### config.mk
export PLATFORM = sky130hd
export DESIGN_NAME = box_muller_normal_sampler_core
export DESIGN_NICKNAME = d
export VERILOG_FILES = /design/src/hdl/bmns_pkg.sv /design/src/hdl/bmns_ctrl.sv /design/src/hdl/bmns_dp.sv /design/src/hdl/box_muller_normal_sampler_core.sv
export VERILOG_INCLUDE_DIRS = /design/src /design/src/hdl
export SDC_FILE = /design/constraint.sdc
export NUM_CORES = 2
export LEC_CHECK = 0
export ABC_AREA = 1
export BUFFER_PORTS_ARGS = -buffer_cell sky130_fd_sc_hd__buf_2
export CAP_MARGIN = 10
export CELL_PAD_IN_SITES_DETAIL_PLACEMENT = 0
export CELL_PAD_IN_SITES_GLOBAL_PLACEMENT = 1
export CORE_MARGIN = 2
export CORE_UTILIZATION = 50
export CTS_CLUSTER_SIZE = 28
export DETAILED_ROUTE_END_ITERATION = 10
export GPL_TIMING_DRIVEN = 0
export PLACE_DENSITY = 0.83
export SLEW_MARGIN = 15
export SYNTH_ARGS = -nofsm -noshare
export SYNTH_HDL_FRONTEND = slang
export SYNTH_SLANG_ARGS = --single-unit
### constraint.sdc
create_clock -name clk -period 16.15 [get_ports clk]
set_input_delay 0 -clock clk [delete_from_list [all_inputs] [get_ports clk]]
set_output_delay 0 -clock clk [all_outputs]
set_load 0.05 [all_outputs]
### src/hdl/box_muller_normal_sampler_core_macros.svh
// Assertion helpers for the Gaussian sampler.
`ifndef BOX_MULLER_NORMAL_SAMPLER_CORE_MACROS_SVH
`define BOX_MULLER_NORMAL_SAMPLER_CORE_MACROS_SVH
`ifndef SYNTHESIS
`define BMNS_ASSERT_IMP(name, clk, rst_n, ante, cons) \
	name: assert property (@(posedge clk) disable iff (!rst_n) (ante) |-> (cons)) \
		else $error("sampler check failed");
`define BMNS_ASSERT_NXT(name, clk, rst_n, ante, cons) \
	name: assert property (@(posedge clk) disable iff (!rst_n) (ante) |=> (cons)) \
		else $error("sampler check failed");
`else
`define BMNS_ASSERT_IMP(name, clk, rst_n, ante, cons)
`define BMNS_ASSERT_NXT(name, clk, rst_n, ante, cons)
`endif
`endif

### src/hdl/bmns_pkg.sv
`timescale 1ns / 1ps
`default_nettype none
package bmns_pkg;

	localparam int DEF_UNIFORM_BITS = 16;
	localparam int LOG_ITERS        = 28;
	localparam int SQRT_ITERS       = 32;
	localparam int SIN_TERMS        = 5;
	localparam int SERIES_STEPS     = 11;

	localparam logic [30:0] TWO_LN2_Q30 = 31'd1488522236;
	localparam logic [30:0] HALF_PI_Q30 = 31'd1686629713;
	localparam logic [30:0] ONE_Q30     = 31'h40000000;

	typedef enum logic [3:0] {
		OP_NONE,
		OP_NORM,
		OP_SQR,
		OP_LQLO,
		OP_LQHI,
		OP_SQRT,
		OP_ANG,
		OP_X2,
		OP_TMUL,
		OP_TDIV,
		OP_TCOR,
		OP_PZ,
		OP_PS,
		OP_SCALE
	} dp_op_t;

	typedef struct packed {
		dp_op_t     op;
		logic [4:0] step;
		logic       load;
		logic       emit;
	} dp_cmd_t;

	typedef struct packed {
		logic spare_valid;
		logic out_free;
	} dp_sts_t;

	// Factorial factor pair of each series term: sine steps first, then cosine.
	function automatic logic [7:0] series_div(input logic [3:0] idx);
		logic [7:0] d;
		unique case (idx)
			4'd0:    d = 8'd6;
			4'd1:    d = 8'd20;
			4'd2:    d = 8'd42;
			4'd3:    d = 8'd72;
			4'd4:    d = 8'd110;
			4'd5:    d = 8'd2;
			4'd6:    d = 8'd12;
			4'd7:    d = 8'd30;
			4'd8:    d = 8'd56;
			4'd9:    d = 8'd90;
			4'd10:   d = 8'd132;
			default: d = 8'd1;
		endcase
		return d;
	endfunction

	// floor(2^32 / divisor), the quotient estimate is then off by at most one
	function automatic logic [31:0] series_recip(input logic [3:0] idx);
		logic [31:0] r;
		unique case (idx)
			4'd0:    r = 32'd715827882;
			4'd1:    r = 32'd214748364;
			4'd2:    r = 32'd102261126;
			4'd3:    r = 32'd59652323;
			4'd4:    r = 32'd39045157;
			4'd5:    r = 32'd2147483648;
			4'd6:    r = 32'd357913941;
			4'd7:    r = 32'd143165576;
			4'd8:    r = 32'd76695844;
			4'd9:    r = 32'd47721858;
			4'd10:   r = 32'd32537631;
			default: r = 32'hFFFFFFFF;
		endcase
		return r;
	endfunction

endpackage
`default_nettype wire

### src/hdl/bmns_ctrl.sv
`timescale 1ns / 1ps
`default_nettype none
module bmns_ctrl import bmns_pkg::*; (
	input  wire logic    clk,
	input  wire logic    arst_n,
	input  wire logic    request_valid,
	output logic         request_stall,
	input  wire dp_sts_t sts,
	output dp_cmd_t      cmd
);

	typedef enum logic [13:0] {
		S_IDLE  = 14'b00000000000001,
		S_NORM  = 14'b00000000000010,
		S_SQR   = 14'b00000000000100,
		S_LQLO  = 14'b00000000001000,
		S_LQHI  = 14'b00000000010000,
		S_SQRT  = 14'b00000000100000,
		S_ANG   = 14'b00000001000000,
		S_X2    = 14'b00000010000000,
		S_TMUL  = 14'b00000100000000,
		S_TDIV  = 14'b00001000000000,
		S_TCOR  = 14'b00010000000000,
		S_PZ    = 14'b00100000000000,
		S_PS    = 14'b01000000000000,
		S_SCALE = 14'b10000000000000
	} state_t;

	state_t     state_q, state_d;
	logic [4:0] cnt_q, cnt_d;

	always_ff @(posedge clk or negedge arst_n) begin
		if (!arst_n) begin
			state_q <= S_IDLE;
			cnt_q   <= '0;
		end else begin
			state_q <= state_d;
			cnt_q   <= cnt_d;
		end
	end

	assign request_stall = (state_q != S_IDLE);

	always_comb begin
		state_d  = state_q;
		cnt_d    = cnt_q;
		cmd.op   = OP_NONE;
		cmd.step = cnt_q;
		cmd.load = 1'b0;
		cmd.emit = 1'b0;
		unique case (state_q)
			S_IDLE: begin
				if (request_valid) begin
					cmd.load = 1'b1;
					state_d  = sts.spare_valid ? S_SCALE : S_NORM;
				end
			end
			S_NORM: begin
				cmd.op  = OP_NORM;
				cnt_d   = '0;
				state_d = S_SQR;
			end
			S_SQR: begin
				cmd.op = OP_SQR;
				if (cnt_q == 5'(LOG_ITERS - 1)) begin
					state_d = S_LQLO;
				end else begin
					cnt_d = cnt_q + 5'd1;
				end
			end
			S_LQLO: begin
				cmd.op  = OP_LQLO;
				state_d = S_LQHI;
			end
			S_LQHI: begin
				cmd.op  = OP_LQHI;
				cnt_d   = 5'(SQRT_ITERS - 1);
				state_d = S_SQRT;
			end
			S_SQRT: begin
				cmd.op = OP_SQRT;
				if (cnt_q == 5'd0) begin
					state_d = S_ANG;
				end else begin
					cnt_d = cnt_q - 5'd1;
				end
			end
			S_ANG: begin
				cmd.op  = OP_ANG;
				state_d = S_X2;
			end
			S_X2: begin
				cmd.op  = OP_X2;
				cnt_d   = '0;
				state_d = S_TMUL;
			end
			S_TMUL: begin
				cmd.op  = OP_TMUL;
				state_d = S_TDIV;
			end
			S_TDIV: begin
				cmd.op  = OP_TDIV;
				state_d = S_TCOR;
			end
			S_TCOR: begin
				cmd.op = OP_TCOR;
				if (cnt_q == 5'(SERIES_STEPS - 1)) begin
					state_d = S_PZ;
				end else begin
					cnt_d   = cnt_q + 5'd1;
					state_d = S_TMUL;
				end
			end
			S_PZ: begin
				cmd.op  = OP_PZ;
				state_d = S_PS;
			end
			S_PS: begin
				cmd.op  = OP_PS;
				state_d = S_SCALE;
			end
			S_SCALE: begin
				cmd.op = OP_SCALE;
				if (sts.out_free) begin
					cmd.emit = 1'b1;
					state_d  = S_IDLE;
				end
			end
			default: state_d = S_IDLE;
		endcase
	end

endmodule
`default_nettype wire

### src/hdl/bmns_dp.sv
`timescale 1ns / 1ps
`default_nettype none
module bmns_dp import bmns_pkg::*; #(
	parameter int UNIFORM_BITS = DEF_UNIFORM_BITS
) (
	input  wire logic                    clk,
	input  wire logic                    arst_n,
	input  wire dp_cmd_t                 cmd,
	output dp_sts_t                      sts,
	input  wire logic signed [15:0]      mean,
	input  wire logic [13:0]             spread,
	input  wire logic [UNIFORM_BITS-1:0] uniform_radius,
	input  wire logic [UNIFORM_BITS-1:0] uniform_angle,
	input  wire logic                    sample_stall,
	output logic                         sample_valid,
	output logic signed [18:0]           sample,
	output logic                         from_spare
);

	localparam int EW = $clog2(UNIFORM_BITS);
	localparam int PHASE_SHIFT = 32 - UNIFORM_BITS;
	localparam longint unsigned ZERO_RAW = ((64'd1 << UNIFORM_BITS) + 64'd5000) / 64'd10000;
	localparam logic [UNIFORM_BITS-1:0] ZERO_SUB =
		(ZERO_RAW == 64'd0) ? UNIFORM_BITS'(1) : UNIFORM_BITS'(ZERO_RAW);

	// item registers
	logic signed [15:0]      mean_q;
	logic [13:0]             spread_q;
	logic [UNIFORM_BITS-1:0] u1_q, u2_q;
	logic                    use_spare_q;
	// cached second value
	logic                    spare_valid_q;
	logic signed [15:0]      spare_q;
	// log / sqrt
	logic [EW-1:0]           e_q;
	logic [30:0]             m_q;
	logic [27:0]             f_q;
	logic [47:0]             acc_q;
	logic [63:0]             n_q, res_q;
	// sine / cosine series
	logic [29:0]             ang_q, x2_q;
	logic [30:0]             term_q;
	logic [31:0]             tmp_q, quo_q;
	logic signed [32:0]      sin_q, cos_q;
	logic signed [15:0]      z_q;
	// result register
	logic                    valid_q;
	logic signed [18:0]      sample_q;
	logic                    from_spare_q;

	logic [31:0] mul_a, mul_b;
	logic [63:0] mul_p;

	function automatic logic [30:0] clamp_trig(input logic signed [32:0] s);
		logic [30:0] c;
		if (s[32]) begin
			c = '0;
		end else if (s > 33'sh040000000) begin
			c = ONE_Q30;
		end else begin
			c = s[30:0];
		end
		return c;
	endfunction

	// round a Q.58 magnitude to Q.12, then apply sign and clamp to 16 bits
	function automatic logic signed [15:0] round_z(input logic [63:0] p, input logic neg);
		logic [63:0]        rs;
		logic [17:0]        zm;
		logic signed [15:0] z;
		rs = p + 64'h0000_2000_0000_0000;
		zm = rs[63:46];
		if (neg) begin
			z = (zm >= 18'd32768) ? 16'sh8000 : 16'(18'd0 - zm);
		end else begin
			z = (zm > 18'd32767) ? 16'sh7FFF : zm[15:0];
		end
		return z;
	endfunction

	// normalize
	logic [UNIFORM_BITS-1:0] x_c;
	logic [EW-1:0]           e_c;
	logic [30:0]             m_c;
	always_comb begin
		x_c = (u1_q == '0) ? ZERO_SUB : u1_q;
		e_c = '0;
		for (int i = 0; i < UNIFORM_BITS; i++) begin
			if (x_c[i]) begin
				e_c = EW'(i);
			end
		end
		m_c = 31'((64'(x_c) << 30) >> e_c);
	end

	logic [33:0] lq_c;
	assign lq_c = ((34'(UNIFORM_BITS) - 34'(e_q)) << 28) - 34'(f_q);

	logic [31:0] sq_c;
	assign sq_c = mul_p[61:30];

	logic [64:0] tsum_c;
	assign tsum_c = {mul_p[47:0], 17'd0} + 65'(acc_q);

	logic [63:0] bit_c, trial_c;
	assign bit_c   = 64'd1 << {cmd.step, 1'b0};
	assign trial_c = res_q + bit_c;

	// angle reduction into the first octant
	logic [31:0] phase_c;
	logic [1:0]  quad_c;
	logic [29:0] fr_c, g_c;
	logic        swap_c;
	assign phase_c = 32'(64'(u2_q) << PHASE_SHIFT);
	assign quad_c  = phase_c[31:30];
	assign fr_c    = phase_c[29:0];
	assign swap_c  = fr_c > 30'h20000000;
	assign g_c     = swap_c ? 30'(31'h40000000 - 31'(fr_c)) : fr_c;

	logic [3:0]  idx_c;
	logic [7:0]  div_c;
	logic [31:0] rem_c, qf_c;
	logic        sub_c;
	assign idx_c = cmd.step[3:0];
	assign div_c = series_div(idx_c);
	assign rem_c = tmp_q - 32'(quo_q * 32'(div_c));
	assign qf_c  = quo_q + 32'((rem_c >= 32'(div_c)) ? 1 : 0);
	assign sub_c = (idx_c < 4'(SIN_TERMS)) ? ~idx_c[0] : idx_c[0];

	logic [30:0] sin_c, cos_c, sa_c, ca_c, cmag_c, smag_c;
	logic        cneg_c, sneg_c;
	assign sin_c  = clamp_trig(sin_q);
	assign cos_c  = clamp_trig(cos_q);
	assign sa_c   = swap_c ? cos_c : sin_c;
	assign ca_c   = swap_c ? sin_c : cos_c;
	assign cmag_c = quad_c[0] ? sa_c : ca_c;
	assign smag_c = quad_c[0] ? ca_c : sa_c;
	assign cneg_c = quad_c[0] ^ quad_c[1];
	assign sneg_c = quad_c[1];

	// scale and offset
	logic signed [15:0] zsrc_c;
	logic               zneg_c;
	logic [16:0]        zmag_c;
	logic [32:0]        rsum_c;
	logic [22:0]        rext_c, mext_c;
	logic signed [22:0] tot_c;
	logic signed [18:0] smp_c;
	always_comb begin
		zsrc_c = use_spare_q ? spare_q : z_q;
		zneg_c = zsrc_c[15];
		zmag_c = zneg_c ? (17'd0 - {zsrc_c[15], zsrc_c}) : {1'b0, zsrc_c};
		rsum_c = 33'(mul_p[31:0]) + 33'd2048;
		rext_c = {2'b00, rsum_c[32:12]};
		mext_c = {{7{mean_q[15]}}, mean_q};
		tot_c  = signed'(zneg_c ? (mext_c - rext_c) : (mext_c + rext_c));
		if (tot_c > 23'sd262143) begin
			smp_c = 19'sd262143;
		end else if (tot_c < -23'sd262144) begin
			smp_c = -19'sd262144;
		end else begin
			smp_c = tot_c[18:0];
		end
	end

	always_comb begin
		mul_a = '0;
		mul_b = '0;
		case (cmd.op)
			OP_SQR: begin
				mul_a = 32'(m_q);
				mul_b = 32'(m_q);
			end
			OP_LQLO: begin
				mul_a = 32'(lq_c[16:0]);
				mul_b = 32'(TWO_LN2_Q30);
			end
			OP_LQHI: begin
				mul_a = 32'(lq_c[33:17]);
				mul_b = 32'(TWO_LN2_Q30);
			end
			OP_ANG: begin
				mul_a = 32'(g_c);
				mul_b = 32'(HALF_PI_Q30);
			end
			OP_X2: begin
				mul_a = 32'(ang_q);
				mul_b = 32'(ang_q);
			end
			OP_TMUL: begin
				mul_a = 32'(term_q);
				mul_b = 32'(x2_q);
			end
			OP_TDIV: begin
				mul_a = tmp_q;
				mul_b = series_recip(idx_c);
			end
			OP_PZ: begin
				mul_a = res_q[31:0];
				mul_b = 32'(cmag_c);
			end
			OP_PS: begin
				mul_a = res_q[31:0];
				mul_b = 32'(smag_c);
			end
			OP_SCALE: begin
				mul_a = 32'(zmag_c);
				mul_b = 32'(spread_q);
			end
			default: begin
				mul_a = '0;
				mul_b = '0;
			end
		endcase
	end

	assign mul_p = mul_a * mul_b;

	always_ff @(posedge clk) begin
		if (cmd.load) begin
			mean_q      <= mean;
			spread_q    <= spread;
			u1_q        <= uniform_radius;
			u2_q        <= uniform_angle;
			use_spare_q <= spare_valid_q;
		end
		if (cmd.emit) begin
			sample_q     <= smp_c;
			from_spare_q <= use_spare_q;
		end
		case (cmd.op)
			OP_NORM: begin
				e_q <= e_c;
				m_q <= m_c;
				f_q <= '0;
			end
			OP_SQR: begin
				m_q <= sq_c[31] ? sq_c[31:1] : sq_c[30:0];
				f_q <= {f_q[26:0], sq_c[31]};
			end
			OP_LQLO: acc_q <= mul_p[47:0];
			OP_LQHI: begin
				n_q   <= {2'b00, tsum_c[63:30], 28'd0};
				res_q <= '0;
			end
			OP_SQRT: begin
				if (n_q >= trial_c) begin
					n_q   <= n_q - trial_c;
					res_q <= (res_q >> 1) + bit_c;
				end else begin
					res_q <= res_q >> 1;
				end
			end
			OP_ANG: ang_q <= mul_p[59:30];
			OP_X2: begin
				x2_q   <= mul_p[59:30];
				term_q <= {1'b0, ang_q};
				sin_q  <= 33'(ang_q);
				cos_q  <= 33'(ONE_Q30);
			end
			OP_TMUL: tmp_q <= mul_p[61:30];
			OP_TDIV: quo_q <= mul_p[63:32];
			OP_TCOR: begin
				// cosine series restarts from one after the last sine term
				term_q <= (idx_c == 4'(SIN_TERMS - 1)) ? ONE_Q30 : qf_c[30:0];
				if (idx_c < 4'(SIN_TERMS)) begin
					sin_q <= sub_c ? (sin_q - signed'(33'(qf_c))) : (sin_q + signed'(33'(qf_c)));
				end else begin
					cos_q <= sub_c ? (cos_q - signed'(33'(qf_c))) : (cos_q + signed'(33'(qf_c)));
				end
			end
			OP_PZ: z_q <= round_z(mul_p, cneg_c);
			OP_PS: spare_q <= round_z(mul_p, sneg_c);
			default: ;
		endcase
	end

	always_ff @(posedge clk or negedge arst_n) begin
		if (!arst_n) begin
			valid_q       <= 1'b0;
			spare_valid_q <= 1'b0;
		end else begin
			if (cmd.emit) begin
				valid_q <= 1'b1;
			end else if (!sample_stall) begin
				valid_q <= 1'b0;
			end
			if (cmd.load) begin
				spare_valid_q <= 1'b0;
			end else if (cmd.op == OP_PS) begin
				spare_valid_q <= 1'b1;
			end
		end
	end

	assign sts.spare_valid = spare_valid_q;
	assign sts.out_free    = !valid_q || !sample_stall;
	assign sample_valid    = valid_q;
	assign sample          = sample_q;
	assign from_spare      = from_spare_q;

endmodule
`default_nettype wire

### src/hdl/box_muller_normal_sampler_core.sv
// channel   | signals                                             | dir
// request   | request_valid request_stall mean spread             | in
//           | uniform_radius uniform_angle                        |
// sample    | sample_valid sample_stall sample from_spare         | out
//
// A request that finds a cached spare value goes straight to the scale step.
// A request that starts a new pair runs 28 squaring steps for log2, 32 steps
// of the bit-serial square root and 11 series terms for sine and cosine,
// all on one shared 32x32 multiplier.
// Reset clears the spare flag and the output valid flag; no clearing pass.
// A stalled result stays in the output register; the next request is taken
// meanwhile and its work waits only at the final write of the result.
`timescale 1ns / 1ps
`default_nettype none
`include "box_muller_normal_sampler_core_macros.svh"
module box_muller_normal_sampler_core import bmns_pkg::*; #(
	parameter int UNIFORM_BITS = DEF_UNIFORM_BITS
) (
	input  wire logic                    clk,
	input  wire logic                    arst_n,
	input  wire logic                    request_valid,
	output logic                         request_stall,
	input  wire logic signed [15:0]      mean,
	input  wire logic [13:0]             spread,
	input  wire logic [UNIFORM_BITS-1:0] uniform_radius,
	input  wire logic [UNIFORM_BITS-1:0] uniform_angle,
	output logic                         sample_valid,
	input  wire logic                    sample_stall,
	output logic signed [18:0]           sample,
	output logic                         from_spare
);

	dp_cmd_t cmd;
	dp_sts_t sts;
	logic    req_xfer;

	assign req_xfer = request_valid && !request_stall;

	bmns_ctrl u_ctrl (
		.clk           (clk),
		.arst_n        (arst_n),
		.request_valid (request_valid),
		.request_stall (request_stall),
		.sts           (sts),
		.cmd           (cmd)
	);

	bmns_dp #(
		.UNIFORM_BITS (UNIFORM_BITS)
	) u_dp (
		.clk            (clk),
		.arst_n         (arst_n),
		.cmd            (cmd),
		.sts            (sts),
		.mean           (mean),
		.spread         (spread),
		.uniform_radius (uniform_radius),
		.uniform_angle  (uniform_angle),
		.sample_stall   (sample_stall),
		.sample_valid   (sample_valid),
		.sample         (sample),
		.from_spare     (from_spare)
	);

	`BMNS_ASSERT_NXT(a_spare_consumed, clk, arst_n, req_xfer && sts.spare_valid, !sts.spare_valid)
	`BMNS_ASSERT_IMP(a_no_overwrite, clk, arst_n, cmd.emit, !sample_valid || !sample_stall)
	`BMNS_ASSERT_NXT(a_busy_after_xfer, clk, arst_n, req_xfer, request_stall)

endmodule
`default_nettype wire
==> metrics.yaml <==
status:
  outcome: "finished, final reports clean"
critical_path:
  reg2reg_slack_ps: 270
  end_kind: "register"
  r2r-end: "u_dp.sample[0]"
  crit_path_start_kind: "register"
  endpoint: "u_dp.sample[0]"
  worst-endpoint-required_ps: 16620
  arrival_ps: 16350
  crit_top_cell: "inv_1"
  rr_worst_depth: 59
  worstPathMaxFanout: 10
  worst_path_largest_cell_delay_ps: 1040
  r2r_start: "u_ctrl.state_q[12]"
  cp_slowest_cell: "clkbuf_1"
  path_class: "reg -> reg"
  startpoint: "u_ctrl.state_q[12]"
power:
  p_sw_share_pct: 59.2
  p_int_uw: 9050
  combPwrFrac_pct: 82.8
  seqPwrFrac_pct: 8.8
  p_leak_uw: 0.0461
  power_density_mw_per_mm2: 227
  vdd_drop_max_mv: 0.803
  pwr-share-clk_pct: 8.4
  net-switching-power_uw: 13100
finish:
  n_fill_cell: 17116
  area_growth_pct: 9.62
  multi_input_area_mm2: 0.0625
  fin_util_pct: 55.3
  drive_gt1_share_pct: 5.19
  seqCellArea_mm2: 0.0173
  nets: 13801
clock_network:
  clock-sinks: 579
  cts_made_buffers: 77
  clk_pin_slew_ps: 60
  htree_levels: 3
  cts_root_buf: "clkbuf_16"
  worstSkewPairLatency_ps: 780
  cts.path.max_buffers: 3
  tritoncts: "yes"
global_route:
  grt_pass1_wl_mm: 568
  grt.total_usage_pct: 43.6
  gr-total-overflow: 0
  antenna_found_initial: 26
  grt_pass1_vias: 83062
  grt_max_degree: 56
synthesis:
  mappedNetlistArea_mm2: 0.0890
  synth_fp_nets: 13455
  synth_ff_type: "edfxtp_1"
  async_reset_ff_share_pct: 3.63
  synth-seq-area-share_pct: 19.4
  avgSynthCellArea_um2: 7.60
  yosysWarnings: 0
  yosysUniqueCellTypes: 85
  synthCells: 11720
  synth_seq_cells: 579
  synth_edf_count: 558
die:
  die_w_um: 426
  dieArea_mm2: 0.181
  rows: 154
  die_y_um: 426
  pin_count: 88
  core_area_mm2: 0.176
  initial_core_util_pct: 50.4
timing:
  slew-limit-headroom_pct: 6.07
  min_period_ps: 15880
  fin_ws_ps: 265
  setup_violations: 0
  worstMarginPinSlew_ps: 1410
  rsz0062_at_grt: "no"
  hold_viol_final: 0
  drv_slew: 0
  fin_crit_sh_pct: 98.4
  max_freq_mhz: 63.0
  holdWs_ps: 40.7
  finClkSkew_ps: 63.2
place:
  dp_slack_ps: 471
  gp_congestion: 1.10
  place_hpwl_mm: 332
  port-buffer-count: 87
routing:
  drc_errors: 0
  drtPass1Iterations: 9
  drt_iter0_markers: 10769
  antenna_left: 0
  avgRoutedWirePerCell_um: 27.5
  vias: 86374
  wirelength_mm: 398
  vias_per_cell: 5.96
run:
  cap_viol_max_count: 0
min_path:
  hold_depth: 2
  min-delay-path-class: "in -> reg"
critical path: cells and delay by family, from the launching register on:
kind | cells | cell delay (ps)
buf+inv | 19 | 3810
simple gates | 21 | 4170
xor+xnor | 2 | 420
flops | 1 | 490
fa+ha+maj | 10 | 4800
compound gates | 7 | 1860
metrics by stage:
step,power (uW),setup TNS [ps],instances,instance area (um2)
6_report,22200,0,14485,97600
5_1_grt,24200,0,14471,97600
4_1_cts,21500,0,14467,97400
3_5_place_dp,19600,0,14197,93500
3_3_place_gp,19400,-39520,14147,92400
2_1_floorplan,14600,0,11720,89000
cell usage after synthesis (38+ instances only):
master / n / area share [%]
a21oi_1: 634 / 3.6
a31oi_1: 48 / 0.34
buf_2: 72 / 0.40
clkbuf_1: 217 / 0.91
edfxtp_1: 558 / 19
fa_1: 1085 / 24
ha_1: 584 / 8.2
inv_1: 2147 / 9.1
nand2_1: 2588 / 11
nand3_1: 475 / 2.7
nand4_1: 111 / 0.78
nor2_1: 1370 / 5.8
nor3_1: 110 / 0.62
nor4_1: 40 / 0.28
o211ai_1: 69 / 0.58
o21a_1: 43 / 0.36
o21ai_0: 601 / 3.4
o21ai_1: 38 / 0.21
xnor2_1: 115 / 1.1
xor2_1: 192 / 1.9
flip-flops by register name, summed over array words and instances (netlist names), 30 cells and up:
signal	flops
u_dp.x2_q	30
u_dp.res_q	64
u_dp.quo_q	32
u_dp.m_q	31
u_dp.acc_q	31
u_dp.cos_q	33
u_dp.tmp_q	32
u_dp.term_q	31
u_dp.n_q	64
u_dp.sin_q	33
u_dp.ang_q	30
kinds of logic (layout without fill, tap and decap cells):
kind of cell               Yosys count  after routing  synth area share, %
and+or+nand+nor                   4927           4927                 23.1
buffers and inverters             2539           2948                 10.9
AOI/OAI and AO/OA                 1686           1686                 10.7
adders and majority gates         1669           1669                 32.6
DFF                                579            579                 19.4
xor gates and xnor gates           315            315                 3.17
muxes                                5              5               0.0562
other                                0             16                    0
power by group through the flow:
stage	clock (uW)	sequential, uW	combinational [uW]
2_1_floorplan	0	1930	12700
3_3_place_gp	0	1980	17400
3_5_place_dp	0	1970	17600
4_1_cts	1870	1940	17700
5_1_grt	1920	1940	20300
6_report	1870	1940	18400
final cells by class:
type | instances | share of cell area (%)
Antenna cell | 16 | 0.0410
Buffer | 332 | 1.48
Clock buffer | 94 | 2.08
Clock inverter | 48 | 0.624
Inverter | 2207 | 8.50
Multi-Input combinational cell | 8602 | 64.0
Sequential cell | 579 | 17.7
Tap cell | 2340 | 3.00
Timing Repair Buffer | 267 | 2.55
worst min-delay path by stage:
stage,start,endpoint,slack (ps)
after floorplan,arst_n,u_ctrl.cnt_q[0],-300
after global placement,arst_n,u_ctrl.state_q[12],80
after detailed placement,arst_n,u_ctrl.state_q[12],80
after CTS,uniform_angle[15],u_dp.u2_q[15],20
after global routing,uniform_angle[15],u_dp.u2_q[15],30
final,uniform_angle[15],u_dp.u2_q[15],40
cells in the final DEF, fill, tap and decap left out, types with 20 or more instances in the layout:
cell type,instances
a21boi_0,20
a21o_1,31
a21oi_1,632
a22o_1,24
a31oi_1,46
buf_1,25
buf_2,160
buf_4,20
buf_6,20
clkbuf_1,220
clkbuf_16,78
clkinv_1,42
dfrtp_1,20
dlygate4sd3_1,127
edfxtp_1,558
fa_1,1085
ha_1,584
inv_1,2144
inv_2,29
nand2_1,2579
nand2_2,44
nand3_1,475
nand3b_1,25
nand4_1,111
nor2_1,1363
nor2_2,34
nor3_1,103
nor4_1,36
o211ai_1,69
o21a_1,43
o21ai_0,598
o21ai_1,40
o22ai_1,31
or2_2,32
xnor2_1,111
xor2_1,182
routing by layer:
layer  routed length (um)  vias up  global-route usage [%]
li1                     -    37861                       -
met1               152000    41990                    56.6
met2               164000     5396                    63.2
met3                53600     1111                    15.2
met4                28000       16                    24.5
met5                  413        -                   0.185
what timing repair did:
item                                    in CTS  in global routing
hold endpoints to repair                    99                  0
endpoints found under the setup margin       0                 19
buffers inserted                             0                  2
hold buffers                               128                  0
resized for setup                            0                 44
Note: power is estimated with default switching activity, not from simulation.
